$ cat src/hw/rtl/jss_pkg.sv
// Shared types, constants and lookup functions for the JTAG scan sequencer.
package jss_pkg;

  localparam int DATA_W        = 32;
  localparam int KIND_W        = 3;
  localparam int NBITS_W       = 6;
  localparam int STEP_W        = 3;
  localparam int WORD_BITS_DEF = 32;

  localparam logic [STEP_W-1:0] RESET_HIGH_STEPS = STEP_W'(5);
  localparam logic [STEP_W-1:0] RESET_LAST_STEP  = STEP_W'(5);
  localparam logic [STEP_W-1:0] TAIL_LAST_STEP   = STEP_W'(1);

  localparam logic [KIND_W-1:0] KIND_RESET    = 3'd0;
  localparam logic [KIND_W-1:0] KIND_IR_IDLE  = 3'd1;
  localparam logic [KIND_W-1:0] KIND_DR       = 3'd2;
  localparam logic [KIND_W-1:0] KIND_IR_PAUSE = 3'd3;
  localparam logic [KIND_W-1:0] KIND_DR_PAUSE = 3'd4;

  typedef enum logic [1:0] {
    CLS_RESET,
    CLS_SCAN,
    CLS_BAD
  } cls_t;

  typedef enum logic [2:0] {
    ST_IDLE,
    ST_HDR,
    ST_DATA,
    ST_TAIL,
    ST_RST,
    ST_BAD
  } state_t;

  typedef struct packed {
    logic   load;
    logic   emit;
    logic   mark_last;
    state_t phase;
  } cmd_t;

  typedef struct packed {
    cls_t in_cls;
    logic in_first;
    logic in_last;
    logic in_has_bits;
    logic has_bits;
    logic last;
    logic phase_end;
    logic out_free;
  } sts_t;

  function automatic cls_t kind_class(input logic [KIND_W-1:0] kind);
    cls_t c;
    if (kind == KIND_RESET) begin
      c = CLS_RESET;
    end else if (kind > KIND_DR_PAUSE) begin
      c = CLS_BAD;
    end else begin
      c = CLS_SCAN;
    end
    return c;
  endfunction

  // Index of the final header step for a scan kind.
  function automatic logic [STEP_W-1:0] hdr_last_step(input logic [KIND_W-1:0] kind);
    return (kind == KIND_DR) ? STEP_W'(3) : STEP_W'(4);
  endfunction

  // TMS level of one header step.
  function automatic logic hdr_tms(input logic [KIND_W-1:0] kind,
                                   input logic [STEP_W-1:0] step);
    logic [4:0] seq;
    logic       t;
    unique case (kind)
      KIND_DR:       seq = 5'b00010;
      KIND_DR_PAUSE: seq = 5'b00111;
      default:       seq = 5'b00110;
    endcase
    unique case (step)
      3'd0:    t = seq[0];
      3'd1:    t = seq[1];
      3'd2:    t = seq[2];
      3'd3:    t = seq[3];
      3'd4:    t = seq[4];
      default: t = 1'b0;
    endcase
    return t;
  endfunction

endpackage

$ cat src/hw/rtl/jss_ctrl.sv
// Sequencer controller: walks header, data, tail, reset and bad-kind phases.
module jss_ctrl (
  input  logic          clk,
  input  logic          rst,
  input  logic          in_valid,
  output logic          in_ready,
  input  jss_pkg::sts_t sts,
  output jss_pkg::cmd_t cmd
);
  import jss_pkg::*;

  state_t state;
  state_t state_next;

  always_ff @(posedge clk) begin
    if (rst) begin
      state <= ST_IDLE;
    end else begin
      state <= state_next;
    end
  end

  always_comb begin
    state_next = state;
    unique case (state)
      ST_IDLE: begin
        if (in_valid) begin
          unique case (sts.in_cls)
            CLS_RESET: state_next = ST_RST;
            CLS_BAD:   state_next = ST_BAD;
            default: begin
              if (sts.in_first) begin
                state_next = ST_HDR;
              end else if (sts.in_has_bits) begin
                state_next = ST_DATA;
              end else if (sts.in_last) begin
                state_next = ST_TAIL;
              end else begin
                state_next = ST_IDLE;
              end
            end
          endcase
        end
      end
      ST_HDR: begin
        if (sts.out_free && sts.phase_end) begin
          if (sts.has_bits) begin
            state_next = ST_DATA;
          end else if (sts.last) begin
            state_next = ST_TAIL;
          end else begin
            state_next = ST_IDLE;
          end
        end
      end
      ST_DATA: begin
        if (sts.out_free && sts.phase_end) begin
          state_next = sts.last ? ST_TAIL : ST_IDLE;
        end
      end
      ST_TAIL, ST_RST, ST_BAD: begin
        if (sts.out_free && sts.phase_end) begin
          state_next = ST_IDLE;
        end
      end
      default: state_next = ST_IDLE;
    endcase
  end

  always_comb begin
    in_ready      = (state == ST_IDLE);
    cmd.load      = (state == ST_IDLE) && in_valid;
    cmd.emit      = (state != ST_IDLE) && sts.out_free;
    cmd.mark_last = cmd.emit && sts.phase_end && (state_next == ST_IDLE);
    cmd.phase     = state;
  end

endmodule

$ cat src/hw/rtl/jss_dp.sv
// Sequencer datapath: word shift register, step counters and output register.
module jss_dp #(
  parameter int WORD_BITS = jss_pkg::WORD_BITS_DEF
) (
  input  logic                         clk,
  input  logic                         rst,
  input  logic [jss_pkg::KIND_W-1:0]   scan_kind,
  input  logic [jss_pkg::DATA_W-1:0]   data_word,
  input  logic [jss_pkg::NBITS_W-1:0]  bits_in_word,
  input  logic                         first_of_scan,
  input  logic                         last_of_scan,
  input  jss_pkg::cmd_t                cmd,
  output jss_pkg::sts_t                sts,
  output logic                         out_valid,
  input  logic                         out_ready,
  output logic                         tms,
  output logic                         tdi,
  output logic                         bad_kind,
  output logic                         last_in_run
);
  import jss_pkg::*;

  localparam int CNT_W = $clog2(WORD_BITS + 1);

  logic [KIND_W-1:0]    kind;
  logic                 last_flag;
  logic [WORD_BITS-1:0] shreg;
  logic [CNT_W-1:0]     remaining;
  logic [STEP_W-1:0]    step;
  logic [CNT_W-1:0]     nbits_sat;
  logic                 phase_end;
  logic                 step_tms;
  logic                 step_tdi;
  logic                 step_bad;

  assign nbits_sat = (bits_in_word > NBITS_W'(WORD_BITS)) ? CNT_W'(WORD_BITS)
                                                          : bits_in_word[CNT_W-1:0];

  always_comb begin
    phase_end = 1'b0;
    step_tms  = 1'b0;
    step_tdi  = 1'b0;
    step_bad  = 1'b0;
    unique case (cmd.phase)
      ST_HDR: begin
        phase_end = (step == hdr_last_step(kind));
        step_tms  = hdr_tms(kind, step);
      end
      ST_DATA: begin
        phase_end = (remaining == CNT_W'(1));
        step_tms  = last_flag && phase_end;
        step_tdi  = shreg[0];
      end
      ST_TAIL: begin
        phase_end = (step == TAIL_LAST_STEP);
        step_tms  = (kind != KIND_IR_PAUSE) && (step == '0);
      end
      ST_RST: begin
        phase_end = (step == RESET_LAST_STEP);
        step_tms  = (step < RESET_HIGH_STEPS);
      end
      ST_BAD: begin
        phase_end = 1'b1;
        step_bad  = 1'b1;
      end
      default: phase_end = 1'b0;
    endcase
  end

  always_ff @(posedge clk) begin
    if (cmd.load) begin
      kind      <= scan_kind;
      last_flag <= last_of_scan;
      shreg     <= data_word[WORD_BITS-1:0];
      remaining <= nbits_sat;
      step      <= '0;
    end else if (cmd.emit) begin
      step <= phase_end ? '0 : step + STEP_W'(1);
      if (cmd.phase == ST_DATA) begin
        shreg     <= shreg >> 1;
        remaining <= remaining - CNT_W'(1);
      end
    end
  end

  always_ff @(posedge clk) begin
    if (rst) begin
      out_valid <= 1'b0;
    end else if (cmd.emit) begin
      out_valid <= 1'b1;
    end else if (out_ready) begin
      out_valid <= 1'b0;
    end
  end

  always_ff @(posedge clk) begin
    if (cmd.emit) begin
      tms         <= step_tms;
      tdi         <= step_tdi;
      bad_kind    <= step_bad;
      last_in_run <= cmd.mark_last;
    end
  end

  always_comb begin
    sts.in_cls      = kind_class(scan_kind);
    sts.in_first    = first_of_scan;
    sts.in_last     = last_of_scan;
    sts.in_has_bits = (bits_in_word != '0);
    sts.has_bits    = (remaining != '0);
    sts.last        = last_flag;
    sts.phase_end   = phase_end;
    sts.out_free    = !out_valid || out_ready;
  end

endmodule

$ cat src/hw/rtl/jtag_scan_sequencer.sv
// A word is loaded in idle; its first pin step passes the state register, then the output
// register once that is free. One pin step per cycle while out_ready is high, a rate set by
// the single output register and the one-step-per-cycle controller. Steps per word: header
// (0, 4 or 5) + data bits + tail (0 or 2), 6 for a TAP reset, 1 for a bad kind.
// Reset: synchronous, clears the controller state and the output valid; no clearing pass.
module jtag_scan_sequencer #(
  parameter int WORD_BITS = jss_pkg::WORD_BITS_DEF
) (
  input  logic                         clk,
  input  logic                         rst,
  input  logic                         in_valid,
  output logic                         in_ready,
  input  logic [jss_pkg::KIND_W-1:0]   scan_kind,
  input  logic [jss_pkg::DATA_W-1:0]   data_word,
  input  logic [jss_pkg::NBITS_W-1:0]  bits_in_word,
  input  logic                         first_of_scan,
  input  logic                         last_of_scan,
  output logic                         out_valid,
  input  logic                         out_ready,
  output logic                         tms,
  output logic                         tdi,
  output logic                         bad_kind,
  output logic                         last_in_run
);
  import jss_pkg::*;

  cmd_t cmd;
  sts_t sts;

  jss_ctrl u_ctrl (
    .clk      (clk),
    .rst      (rst),
    .in_valid (in_valid),
    .in_ready (in_ready),
    .sts      (sts),
    .cmd      (cmd)
  );

  jss_dp #(
    .WORD_BITS (WORD_BITS)
  ) u_dp (
    .clk           (clk),
    .rst           (rst),
    .scan_kind     (scan_kind),
    .data_word     (data_word),
    .bits_in_word  (bits_in_word),
    .first_of_scan (first_of_scan),
    .last_of_scan  (last_of_scan),
    .cmd           (cmd),
    .sts           (sts),
    .out_valid     (out_valid),
    .out_ready     (out_ready),
    .tms           (tms),
    .tdi           (tdi),
    .bad_kind      (bad_kind),
    .last_in_run   (last_in_run)
  );

endmodule

$ cat config.mk
export PLATFORM = sky130hd
export DESIGN_NAME = jtag_scan_sequencer
export DESIGN_NICKNAME = d
export VERILOG_FILES = /design/src/hw/rtl/jss_pkg.sv /design/src/hw/rtl/jss_ctrl.sv /design/src/hw/rtl/jss_dp.sv /design/src/hw/rtl/jtag_scan_sequencer.sv
export SDC_FILE = /design/constraint.sdc
export NUM_CORES = 1
export LEC_CHECK = 0
export BUFFER_PORTS_ARGS = -buffer_cell sky130_fd_sc_hd__buf_2
export CAP_MARGIN = 30
export CORE_ASPECT_RATIO = 0.6
export CORE_MARGIN = 5
export CORE_UTILIZATION = 55
export CTS_BUF_LIST = sky130_fd_sc_hd__clkbuf_4 sky130_fd_sc_hd__clkbuf_8 sky130_fd_sc_hd__clkbuf_16
export DETAILED_ROUTE_END_ITERATION = 8
export PLACE_DENSITY_LB_ADDON = 0.12
export SYNTH_ARGS = -nofsm -noshare
export SYNTH_HDL_FRONTEND = slang
export SYNTH_SLANG_ARGS = --single-unit
$ cat constraint.sdc
create_clock -name clk -period 2.7 [get_ports clk]
set_input_delay 0.135 -clock clk [delete_from_list [all_inputs] [get_ports clk]]
set_output_delay 0.135 -clock clk [all_outputs]
set_load 0.05 [all_outputs]
Word-level counts from Yosys, hierarchy flattened:

Cells that the tools add are included.

* flip-flop bits (word level): 53
* bits of input ports: 47
* output and inout port bits: 6
* logic and storage cells: 83

* add/subtract/negate cells: 2
* $lt $le $gt $ge: 3
* eq/ne operators: 16
* mux-type cells: 29
* reductions and logical operators: 22

Operator list (number)
* $mux 32: 3
* $mux 3: 9
* $mux 6: 4
* $eq 3x2->1 const B: 5
* $eq 3x3->1 const B: 5
* $logic_not 3->1: 4
* $pmux 3 s2: 2
* $pmux 3 s4: 1
* $reduce_bool 6->1: 2
* $pmux 1 s5: 2
* $mux 2: 4
* $logic_and 1x1->1: 7
* $eq 3x1->1 const B: 2
* $eq 6x1->1 const B: 1
* $gt 6x6->1 const B: 1
* $reduce_bool 2->1: 3
* $sub 6x1->6 const B: 1
* $pmux 1 s4: 1
* $add 3x1->3 const B: 1
* $eq 3x3->1: 1
* $gt 3x3->1 const B: 1
* $lt 3x3->1 const B: 1
* $mux 1: 3
* $ne 3x2->1 const B: 1
* other kinds (7): 7

Longest topological paths before layout:

Gate-level depths: netlist (run 1).

* word-level depth: 9
* depth in mapped cells: 7
* mapped depth without buffers: 7

By module:

A second synthesis (run 1) with hierarchy kept.

* cells, all modules: 204
* area total of the unflattened synthesis: 2712.6 um^2

Modules (own cells, without submodules)
* jss_dp: times used 1, cells an instance 171, area each 2444.8 um^2, sequential area each 1461.4 um^2
* jss_ctrl: times used 1, cells an instance 33, area each 267.8 um^2, sequential area each 60.1 um^2

Worst setup path before layout (run 1):

No wires, ideal clock.

* path kind: reg2reg
* start: register u_ctrl.state[1]
* end: register u_dp.remaining[0] (enable)
* arrival time: 2.224 ns
* data required time: 2.304 ns
* slack: 0.080 ns
* cell stages (with the launch flop): 5
* period minus slack after synthesis: 2.620 ns
* cells stage by stage: dfxtp_1 -> nor3_4 -> nand2_2 -> clkbuf_1 -> nand2_1

* cells in the longest elaborated chain, start to end: 4

Ends and longest elaborated chain
* start: declaration: RTL line jss_ctrl.sv:12 `state_t state;`
* start signal: assignment: RTL line jss_ctrl.sv:19 `state <= state_next;`
* $logic_not 3->1 (*)
* named net in_ready: RTL line jtag_scan_sequencer.sv:12 `output logic in_ready,`
* $logic_and 1x1->1 (*): RTL line jss_ctrl.sv:72 `cmd.load = (state == ST_IDLE) && in_valid;`
* $reduce_bool 2->1 (no line)
* $reduce_and 2->1 (no line) (*)
* end signal: assignment: RTL line jss_dp.sv:75 `remaining <= nbits_sat;`
* end signal: assignment: RTL line jss_dp.sv:81 `remaining <= remaining - CNT_W'(1);`
* end: declaration: RTL line jss_dp.sv:28 `logic [CNT_W-1:0] remaining;`

The timed path passes the listed nets; every way through them passes the cells marked *.
A chain may end at the register's enable or synchronous reset.

Worst setup path after layout (run 1):

* start: input port scan_kind[1] (netlist name)
* end: register u_ctrl.state[1]

* cells in the longest elaborated chain, start to end: 7

Ends and longest elaborated chain
* start: declaration: RTL line jtag_scan_sequencer.sv:13 `input logic [jss_pkg::KIND_W-1:0] scan_kind,`
* $gt 3x3->1: RTL line jss_pkg.sv:57 `end else if (kind > KIND_DR_PAUSE) begin`
* $mux 2: RTL line jss_pkg.sv:57
* $mux 2 (*): RTL line jss_pkg.sv:55 `if (kind == KIND_RESET) begin`
* $eq 2x2->1 or $logic_not 2->1 (tied branches): RTL line jss_ctrl.sv:28 `unique case (sts.in_cls)`
* $pmux 3 s2 (*): RTL line jss_ctrl.sv:28
* $mux 3 (*): RTL line jss_ctrl.sv:27 `if (in_valid) begin`
* $pmux 3 s4 (*): RTL line jss_ctrl.sv:25 `unique case (state)`

Every way passes the cells marked *; elsewhere a longest branch is shown, timed or not.

==> out/qor.txt, run 1 <==
Hold Path Class: in2reg
M1 WL: 2720 um
Crit Path Class: in2reg
Netlist cell types: 48
drt first pass iters: 4
total die area: 6380 um2
gr ovfl total: 0
ANT nets after route: 0
row cnt: 19
I/O Pins: 53
cts repair resizes: 0
CTS Buf Count: 5
top_reg_cell synth: edfxtp_1
Setup Buffers After CTS: 0
max-slew violations: 0
CP max FO: 3
GPL Wtd Cong: 0.851
Setup crit start kind: primary input
count of flip-flops with a built-in enable after synthesis: 46
Cell Area, Synth: 2660 um2
syn avg cell area: 10.2 um2
final setup vio count: 0
final worst slack: 690 ps
Final HPWL DP: 4100 um
R2R setup slack: 820 ps
CTS tree: done
Crit path buffers/inverters: 2
DRC errors left: 0
vias in the first global route: 1,799
leakage power: 1.33 nW
Final Skew: 5.49 ps
DR WL met2: 2300 um
setup slack at placement: 858 ps
nets: 371
yosys warns: 0
Slowest cell on crit path: dlygate4sd3_1
sequential area share after synthesis: 0.571
later-pin clock latency in the skew report: 300 ps
die height: 63.9 um
Synth Instances: 261
Required @ worst endpoint: 2930 ps
Starting Density: 0.574
CP max stage delay: 530 ps
VDD IR max: 0.419 mV
antenna cells: 0
Max H-tree Level: 2
clock slew at reported path FFs: 90 ps
total negative setup slack: 0 ps
routed vias: 1,979
RSZ-0062 raised after global routing: no
Iter 0 DRT Violations: 132
relative slew slack: 0.661
Async S/R FF share, synth: 0
Synth area leaders: edfxtp_1, nand2_1, dfxtp_1, ha_1, o21ai_1
critical path endpoint category: flop
routed len/inst: 14.7 um
Tmin final: 2010 ps
Worst-Margin Slew: 505 ps
Clk Tree Root Cell: clkbuf_8
placed instance area: 3000 um2
final instance area: 3100 um2
synthesized flop and latch total: 53
Tot GR Track Use: 0.179
Area Growth Syn to Fin: 16.4%
Max-Cap Viols: 0
area leader, netlist: edfxtp_1
initial antenna violation count: 0
drt total wl: 5590 um
pwr dens: 761 nW/um2
routed length on met3: 519 um
Core ar.: 4640 um2
Tcrit/Tclk final: 0.745
status: completed
share of cells above drive strength 1: 0.237
post-synth net total: 316
top sig layer: met4
Cell Chain, Critical Path: dlygate4sd3_1 -> buf_2 -> or2_2 -> ha_1 -> or2b_1 -> nor3_2 -> nor2_1 -> a211oi_2
Fin. Hold Viols: 0
Top delay family on crit path: simple AND/OR/NAND/NOR gates
Yosys top cell area share: 0.519
first-pass GRT wire length: 8830 um
FMAX: 497 MHz
Sinks on Clock Net: 53
Buffers on Ports: 52
Chip Width: 99.8 um
largest net degree at the start of global routing: 39
crit path DAT: 2240 ps
Clock Tree Buf Depth: 2
drt via density: 5.21
## cell usage in the layout (no fill, tap or decap), types with 4 or more instances in the layout
cell type    n
clkbuf_8     5
inv_1        7
buf_2       52
nand3b_1     5
nor2_1       4
o21ai_1      9
edfxtp_1    46
nor3b_1      4
a21oi_1      8
nand2_1    101
nand3_1      5
ha_1         8
dfxtp_1      7
## state kept, by name (all words and copies together) (netlist names), 3 cells and up
name,cells
u_dp.shreg,32
u_dp.remaining,6
u_dp.step,3
u_dp.kind,3
u_ctrl.state,3
## stage by stage
step	hold slack, ps	std cells	power (W)	utilization
after floorplan	200	261	0.00173	-
after global placement	324	371	0.00192	0.648
after detailed placement	330	371	0.00194	0.648
after CTS	8.36	379	0.00237	0.667
after global routing	0.702	380	0.00251	0.669
final	13.0	380	0.00236	0.669
## cells by family (layout without fill, tap and decap cells)
family / Yosys count / after routing / share of synthesized area
and+or+nand+nor: 146 / 146 / 0.272
AOI/OAI and AO/OA: 31 / 31 / 0.0724
DFF: 53 / 53 / 0.571
buffers and inverters: 17 / 73 / 0.0263
muxes: 1 / 1 / 0.00376
adders and majority gates: 8 / 8 / 0.0376
xor gates and xnor gates: 5 / 5 / 0.0165
## per-layer routing
metal / vias to the layer above / GRT usage
met5: - / 0
li1: 1014 / -
met3: 7 / 0.0576
met1: 890 / 0.275
met2: 68 / 0.240
met4: 0 / 0.0460
## worst reg2reg max path, cell delays in order, from the launching register on
cell	delay, ps
edfxtp_1	450
nor4_1	490
nand3_1	250
o2111a_1	300
nor4_4	210
a211oi_2	80
## cells in the mapped netlist, types with 2 or more instances
master / number
o21ai_1: 9
ha_1: 8
xnor2_1: 2
and3b_1: 2
nor2b_1: 2
clkbuf_1: 4
nand2_1: 101
o21ai_0: 3
nor3b_1: 4
nor3_1: 2
dfxtp_1: 7
nor4_1: 2
xor2_1: 3
nand2b_1: 3
a21oi_1: 8
nand3b_1: 5
edfxtp_1: 46
buf_2: 5
a31oi_1: 2
nor2_1: 4
nand3_1: 5
inv_1: 7
or2b_1: 2
## path summary, 6_finish.rpt
kind / startpoint / end / cells after the start
min reg2reg: u_dp.shreg[11]$_DFFE_PP_ / u_dp.shreg[10]$_DFFE_PP_ / 2
max: scan_kind[1] / u_ctrl.state[1]$_SDFF_PP0_ / 8
min: scan_kind[0] / u_dp.kind[0]$_DFFE_PP_ / 1
max reg2reg: u_dp.remaining[3]$_DFFE_PP_ / u_ctrl.state[1]$_SDFF_PP0_ / 5
## cell type report
type	count	area (um2)
multi-input cells	191	1070
repair buffers	57	313
clock buffers	5	68.8
well taps	63	78.8
fillers	369	1540
flip-flops and latches	53	1520
inverters	8	30.0
clock inverters	3	17.5
## report_power, final
| group | switching (W) | internal, W | leakage (nW) | total (W) |
|---|---|---|---|---|
| clock | 0.000251 | 0.000180 | 0.0455 | 0.000431 |
| sequential | 0.000107 | 0.00115 | 0.504 | 0.00125 |
| combinational | 0.000436 | 0.000239 | 0.785 | 0.000675 |
| total | 0.000794 | 0.00157 | 1.33 | 0.00236 |
## what timing repair did
| action | in CTS | in global routing |
|---|---|---|
| hold buffers | 0 | 1 |
| hold endpoints to repair | 0 | 1 |
| setup endpoints to repair | 0 | 0 |
(Power assumes the default switching activity.)
==> inputs of run 2 (changes only) <==
clock period = 1.9 ns   (was 2.7 ns; I/O delays follow)
==> run 2 against run 1 <==
Final cell count rose by 1.3%. Hold slack improved by 0.88 ps. Sequential power rose by 42%. Combinational power rose by 45%. Cell area rose by 2.3%. Sequential share of layout area fell by 1.1 points. Routed wire length fell by 2.8%. Setup slack got worse by 530 ps. Core utilization rose by 1.6 points. Critical endpoint unchanged. Largest cell class unchanged. Largest power group unchanged. Highest routed layer unchanged.
==> out/qor.txt, run 2 (same netlist as run 1, synthesis figures left out) <==
largest net degree at the start of global routing: 39 (unchanged)
row cnt: 19 (unchanged)
antenna cells: 0 (unchanged)
status: completed
DRC errors left: 0 (unchanged)
Crit Path Class: reg2reg
Fin. Hold Viols: 0 (unchanged)
Final HPWL DP: 3930 um (-4.1%)
Tot GR Track Use: 0.171 (-0.00764)
share of cells above drive strength 1: 0.252 (+0.0150)
Hold Path Class: in2reg
Placed Instances: 373 (+0.54%)
Final Skew: 8.98 ps (+3.49 ps)
top flop regs: u_dp.shreg: 32 flops, u_dp.remaining: 6 flops
fillers: 362 (-1.9%)
Finished Layout Cells: 385 (+1.3%)
most frequent cells in the layout: nand2_1, buf_2, edfxtp_1
Comb pwr share: 0.287 (about the same)
drt total wl: 5430 um (-2.8%)
later-pin clock latency in the skew report: 310 ps (about the same)
Setup crit start kind: flop
P_int: 0.00225 W (+44%)
routed vias: 1,992 (+0.66%)
crit path DAT: 1960 ps (-280 ps)
I/O Pins: 53 (unchanged)
Starting Density: 0.574 (unchanged)
Sw Share: 0.342 (+0.00559)
Sinks on Clock Net: 53 (unchanged)
leakage power: 1.36 nW (+1.7%)
Tcrit/Tclk final: 0.915
CTS tree: done
drt first pass iters: 4 (unchanged)
Tmin final: 1740 ps
Worst-Margin Slew: 440 ps (-65.4 ps)
Largest Register: u_dp.shreg
RSZ-0062 raised after global routing: no
sequential power share: 0.520 (-0.011)
pwr dens: 1080 nW/um2 (+42%)
Max-Cap Viols: 0 (unchanged)
first-pass GRT wire length: 8660 um (-2.0%)
Clock Tree Buf Depth: 2 (unchanged)
Iter 0 DRT Violations: 113 (-14%)
total die area: 6380 um2 (unchanged)
met3 usage: 0.0609 (+0.00326)
final setup vio count: 0 (unchanged)
Max H-tree Level: 2 (unchanged)
Largest register FFs: 32 (unchanged)
Area Growth Syn to Fin: 19.2%
relative slew slack: 0.705 (+0.0439)
FMAX: 575 MHz
ANT nets after route: 0 (unchanged)
CP max FO: 5 (+2)
initial antenna violation count: 0 (unchanged)
gr ovfl total: 0 (unchanged)
Hold Path Origin: last_of_scan
final hold slack: 13.9 ps (+0.878 ps)
VDD IR max: 0.626 mV (+49%)
GPL Wtd Cong: 0.924 (+8.6%)
Critical Path Start: u_dp.kind[2]$_DFFE_PP_
drt via density: 5.17 (-0.65%)
commonest non-fill, non-tap cell in the layout: nand2_1
CTS Buf Count: 5 (unchanged)
Chip Width: 99.8 um (unchanged)
clock slew at reported path FFs: 100 ps (about the same)
Switch Pwr: 0.00117 W (+48%)
Required @ worst endpoint: 2120 ps (-810 ps)
clock network power share: 0.193 (+0.010)
die height: 63.9 um (unchanged)
Buffers on Ports: 52 (unchanged)
Clk Tree Root Cell: clkbuf_8
Core ar.: 4640 um2 (unchanged)
critical path endpoint category: flop
routed len/inst: 14.1 um (-4.1%)
worst r2r src: u_dp.kind[2]$_DFFE_PP_
met2 Use GR: 0.223 (-0.0166)
vias in the first global route: 1,775 (-1.3%)
max-slew violations: 0 (unchanged)
nets: 376 (+1.3%)
Top Usage Layer GRT: met1
grt met1 use: 0.271 (-0.00450)
==> run 2: cell count changes in the layout (fill, tap and decap cells not counted), sizes merged <==
cell | before | now
clkinv | 3 | 1
inv | 8 | 9
dlygate4sd3 | 1 | 4
clkinvlp | 0 | 1
buf | 56 | 58
==> run 2: layout make-up <==
type                       count  area [um2]  area share
clock buffer                   5        68.8      0.0217
sequential                    53        1520       0.480
multi-input combinational    191        1100       0.347
clock inverter                 3        25.0     0.00789
tap                           63        78.8      0.0248
inverter                       8        30.0     0.00946
timing repair buffer          62         345       0.109
==> run 2: per-layer routing <==
metal	share of wire	vias up
li1	-	1030
met1	0.53	895
met2	0.39	63
met3	0.082	4
met4	0.0055	0
met5	0	-
==> run 2: final timing paths <==
| path | end | slack [ps] | cells past startpoint |
|---|---|---|---|
| worst max-delay path | u_ctrl.state[1]$_SDFF_PP0_ | 160 | 5 |
| worst min-delay path | u_dp.last_flag$_DFFE_PP_ | 10 | 1 |
| worst max register to register | u_ctrl.state[1]$_SDFF_PP0_ | 160 | 5 |
| worst min register to register | u_dp.shreg[30]$_DFFE_PP_ | 520 | 2 |
==> run 2: power by group through the flow <==
stage / registers, W / logic, W / clock network [W]
2_1_floorplan: 0.00183 / 0.000645 / 0
3_3_place_gp: 0.00179 / 0.000956 / 0
3_5_place_dp: 0.00179 / 0.000973 / 0
4_1_cts: 0.00177 / 0.000988 / 0.000673
5_1_grt: 0.00181 / 0.00110 / 0.000726
6_report: 0.00178 / 0.000982 / 0.000661
==> run 2: repair_timing <==
| action | CTS | global route |
|---|---|---|
| gates cloned | 0 | 0 |
| resized for setup | 1 | 1 |
| setup buffers | 0 | 0 |
| hold buffers | 4 | 0 |
| pin swaps | 0 | 0 |
| hold endpoints to repair | 5 | 0 |
| endpoints found under the setup margin | 1 | 1 |
==> run 2: through the flow <==
step                total power, W  area (um2)  utilization  TNS, ps  setup slack (ps)
floorplan                  0.00248        2700            -        0              8.36
global placement           0.00274        3020        0.652        0               134
detailed placement         0.00277        3020        0.652    -8.29             -8.29
CTS                        0.00343        3160        0.683        0               152
global route               0.00364        3170        0.684        0              61.7
finish                     0.00342        3170        0.684        0               161
==> run 2: worst max-delay path: stages, from the launching register on <==
cell and delay, ps:
edfxtp_1 430, nor3b_1 270, mux2i_1 330, o2111a_1 360
nor4_4 60, a211oi_2 210
==> inputs of run 3 (changes only) <==
BUFFER_PORTS_ARGS = not set   (was -buffer_cell sky130_fd_sc_hd__buf_2)
CORE_UTILIZATION = 56   (was 55)
DONT_BUFFER_PORTS = 1   (was not set)
==> run 3 against run 2 <==
Setup slack worse by 18 ps. Flip-flop and latch count is the same. Register-to-register slack got worse by 20 ps. Sequential power is 4% higher. Critical path depth grew 2. Total power down 0.22%. Clock skew down 5.0 ps. First-iteration DRC count grew 35%. Critical endpoint is now u_dp.tms$_DFFE_PP_. Combinational power shrank 7.0%.
==> out/qor.txt, run 3 (same netlist as run 1, synthesis figures left out) <==
fillers: 333 (-8.0%)
VDD IR max: 0.590 mV (-5.9%)
Hold Path Depth: 2 (+1)
met2 Use GR: 0.250 (+0.0266)
CP max FO: 6 (+1)
routed vias: 1,969 (-1.2%)
worst r2r src: u_dp.step[1]$_SDFFE_PP0P_
total die area: 6280 um2 (-1.6%)
Worst-Margin Slew: 473 ps (+33.5 ps)
Sinks on Clock Net: 53 (unchanged)
Setup Buffers After CTS: 0 (unchanged)
most frequent cells in the layout: nand2_1, edfxtp_1, dlygate4sd3_1
crit path DAT: 1800 ps (-160 ps)
grt met1 use: 0.294 (+0.0229)
pwr dens: 1060 nW/um2 (-2.2%)
leakage power: 1.29 nW (-5.1%)
Largest Register: u_dp.shreg
RSZ-0062 raised after global routing: no
nets: 357 (-5.1%)
Crit Path Class: reg2reg
Overall Power: 0.00342 W (-0.22%)
DRC errors left: 0 (unchanged)
commonest non-fill, non-tap cell in the layout: nand2_1
Tot GR Track Use: 0.185 (+0.0140)
Max-Cap Viols: 0 (unchanged)
met3 usage: 0.0463 (-0.0146)
Hold Path Class: in2reg
total negative setup slack: 0 ps (unchanged)
Top Usage Layer GRT: met1
FMAX: 569 MHz (-1.0%)
I/O Pins: 53 (unchanged)
routed len/inst: 15.6 um (+10%)
critical path endpoint category: flop
Chip Width: 99.0 um (-0.81%)
gr ovfl total: 0 (unchanged)
Worst Reg-to-Reg Cells: 7 (+2)
status: completed
Max H-tree Level: 2 (unchanged)
relative slew slack: 0.683 (-0.0225)
R2R setup slack: 140 ps (-20 ps)
Buffers on Ports: 0 (-100%)
Clk Tree Root Cell: clkbuf_8
share of cells above drive strength 1: 0.0990 (-0.153)
ANT nets after route: 0 (unchanged)
Hold Path Origin: bits_in_word[4]
Starting Density: 0.580 (+0.00595)
largest net degree at the start of global routing: 39 (unchanged)
Required @ worst endpoint: 1940 ps (-180 ps)
die height: 63.4 um (-0.76%)
first-pass GRT wire length: 9050 um (+4.5%)
drt via density: 5.38 (+4.0%)
drt total wl: 5700 um (+4.8%)
clock slew at reported path FFs: 100 ps (about the same)
initial antenna violation count: 0 (unchanged)
Fin. Hold Viols: 0 (unchanged)
Final Skew: 3.97 ps (-5.01 ps)
Core ar.: 4590 um2 (-1.0%)
Iter 0 DRT Violations: 152 (+35%)
later-pin clock latency in the skew report: 310 ps (about the same)
final setup vio count: 0 (unchanged)
vias in the first global route: 1,833 (+3.3%)
GPL Wtd Cong: 0.846 (-8.5%)
Hold EP: u_dp.remaining[4]$_DFFE_PP_
Area Growth Syn to Fin: 21.6%
Clock Tree Buf Depth: 2 (unchanged)
antenna cells: 0 (unchanged)
max-slew violations: 0 (unchanged)
top flop regs: u_dp.shreg: 32 flops, u_dp.remaining: 6 flops
Largest register FFs: 32 (unchanged)
reg-to-reg critical path endpoint: u_dp.tms$_DFFE_PP_
row cnt: 19 (unchanged)
drt first pass iters: 4 (unchanged)
Final HPWL DP: 3780 um (-4.0%)
Tcrit/Tclk final: 0.925 (+0.00945)
CTS Buf Count: 5 (unchanged)
Setup crit start kind: flop
Tmin final: 1760 ps (+18.0 ps)
CTS tree: done
run 3: cell type report:
| cell class | count | area [um2] | share of cell area |
|---|---|---|---|
| flip-flops and latches | 53 | 1520 | 0.471 |
| multi-input cells | 191 | 1090 | 0.336 |
| repair buffers | 43 | 425 | 0.131 |
| well taps | 63 | 78.8 | 0.0244 |
| clock buffers | 6 | 76.3 | 0.0236 |
| inverters | 8 | 30.0 | 0.00928 |
| clock inverters | 2 | 15.0 | 0.00464 |
run 3: worst max path at each step:
stage                                 from                     endpoint  slack [ps]
6_report         u_dp.step[1]$_SDFFE_PP0P_           u_dp.tms$_DFFE_PP_         140
5_1_grt          u_dp.step[1]$_SDFFE_PP0P_           u_dp.tms$_DFFE_PP_          10
4_1_cts          u_dp.step[0]$_SDFFE_PP0P_           u_dp.tms$_DFFE_PP_         120
3_5_place_dp     u_dp.step[0]$_SDFFE_PP0P_           u_dp.tms$_DFFE_PP_         120
3_3_place_gp   u_dp.remaining[3]$_DFFE_PP_   u_ctrl.state[1]$_SDFF_PP0_         220
2_1_floorplan   u_ctrl.state[1]$_SDFF_PP0_  u_dp.remaining[0]$_DFFE_PP_           8
run 3: report_power, final:
part | switching [W] | leakage [nW] | internal, W | total (W)
combinational | 0.000550 | 0.742 | 0.000363 | 0.000913
sequential | 0.000211 | 0.505 | 0.00163 | 0.00185
clock | 0.000384 | 0.0408 | 0.000275 | 0.000659
total | 0.00115 | 1.29 | 0.00227 | 0.00342
run 3: per-layer routing:
metal	vias to the layer above	part of all wire
li1	984	-
met1	911	0.52
met3	2	0.072
met5	-	0
met2	72	0.41
met4	0	0.0032
run 3: timing repair:
action / in CTS / in global routing
resized for setup: 0 / 1
hold endpoints to repair: 39 / 0
hold buffers: 36 / 0
setup endpoints to repair: 0 / 1
run 3: stage by stage:
stage               instances   util  setup slack (ps)  hold slack, ps  instance area (um2)
floorplan                 261      -              8.36             152                 2700
global placement          322  0.607               220             153                 2780
detailed placement        322  0.607               124             157                 2780
CTS                       366  0.705               115            8.86                 3240
global route              366  0.705              11.9            5.15                 3240
finish                    366  0.705               143            16.0                 3240
run 3: critical path: stages (launching register included):
cell and delay, ps:
dfxtp_1 420, inv_1 110, ha_1 220, nor3b_1 140, o21ai_0 150, a21oi_1 80
nor3_1 210, o221ai_1 160
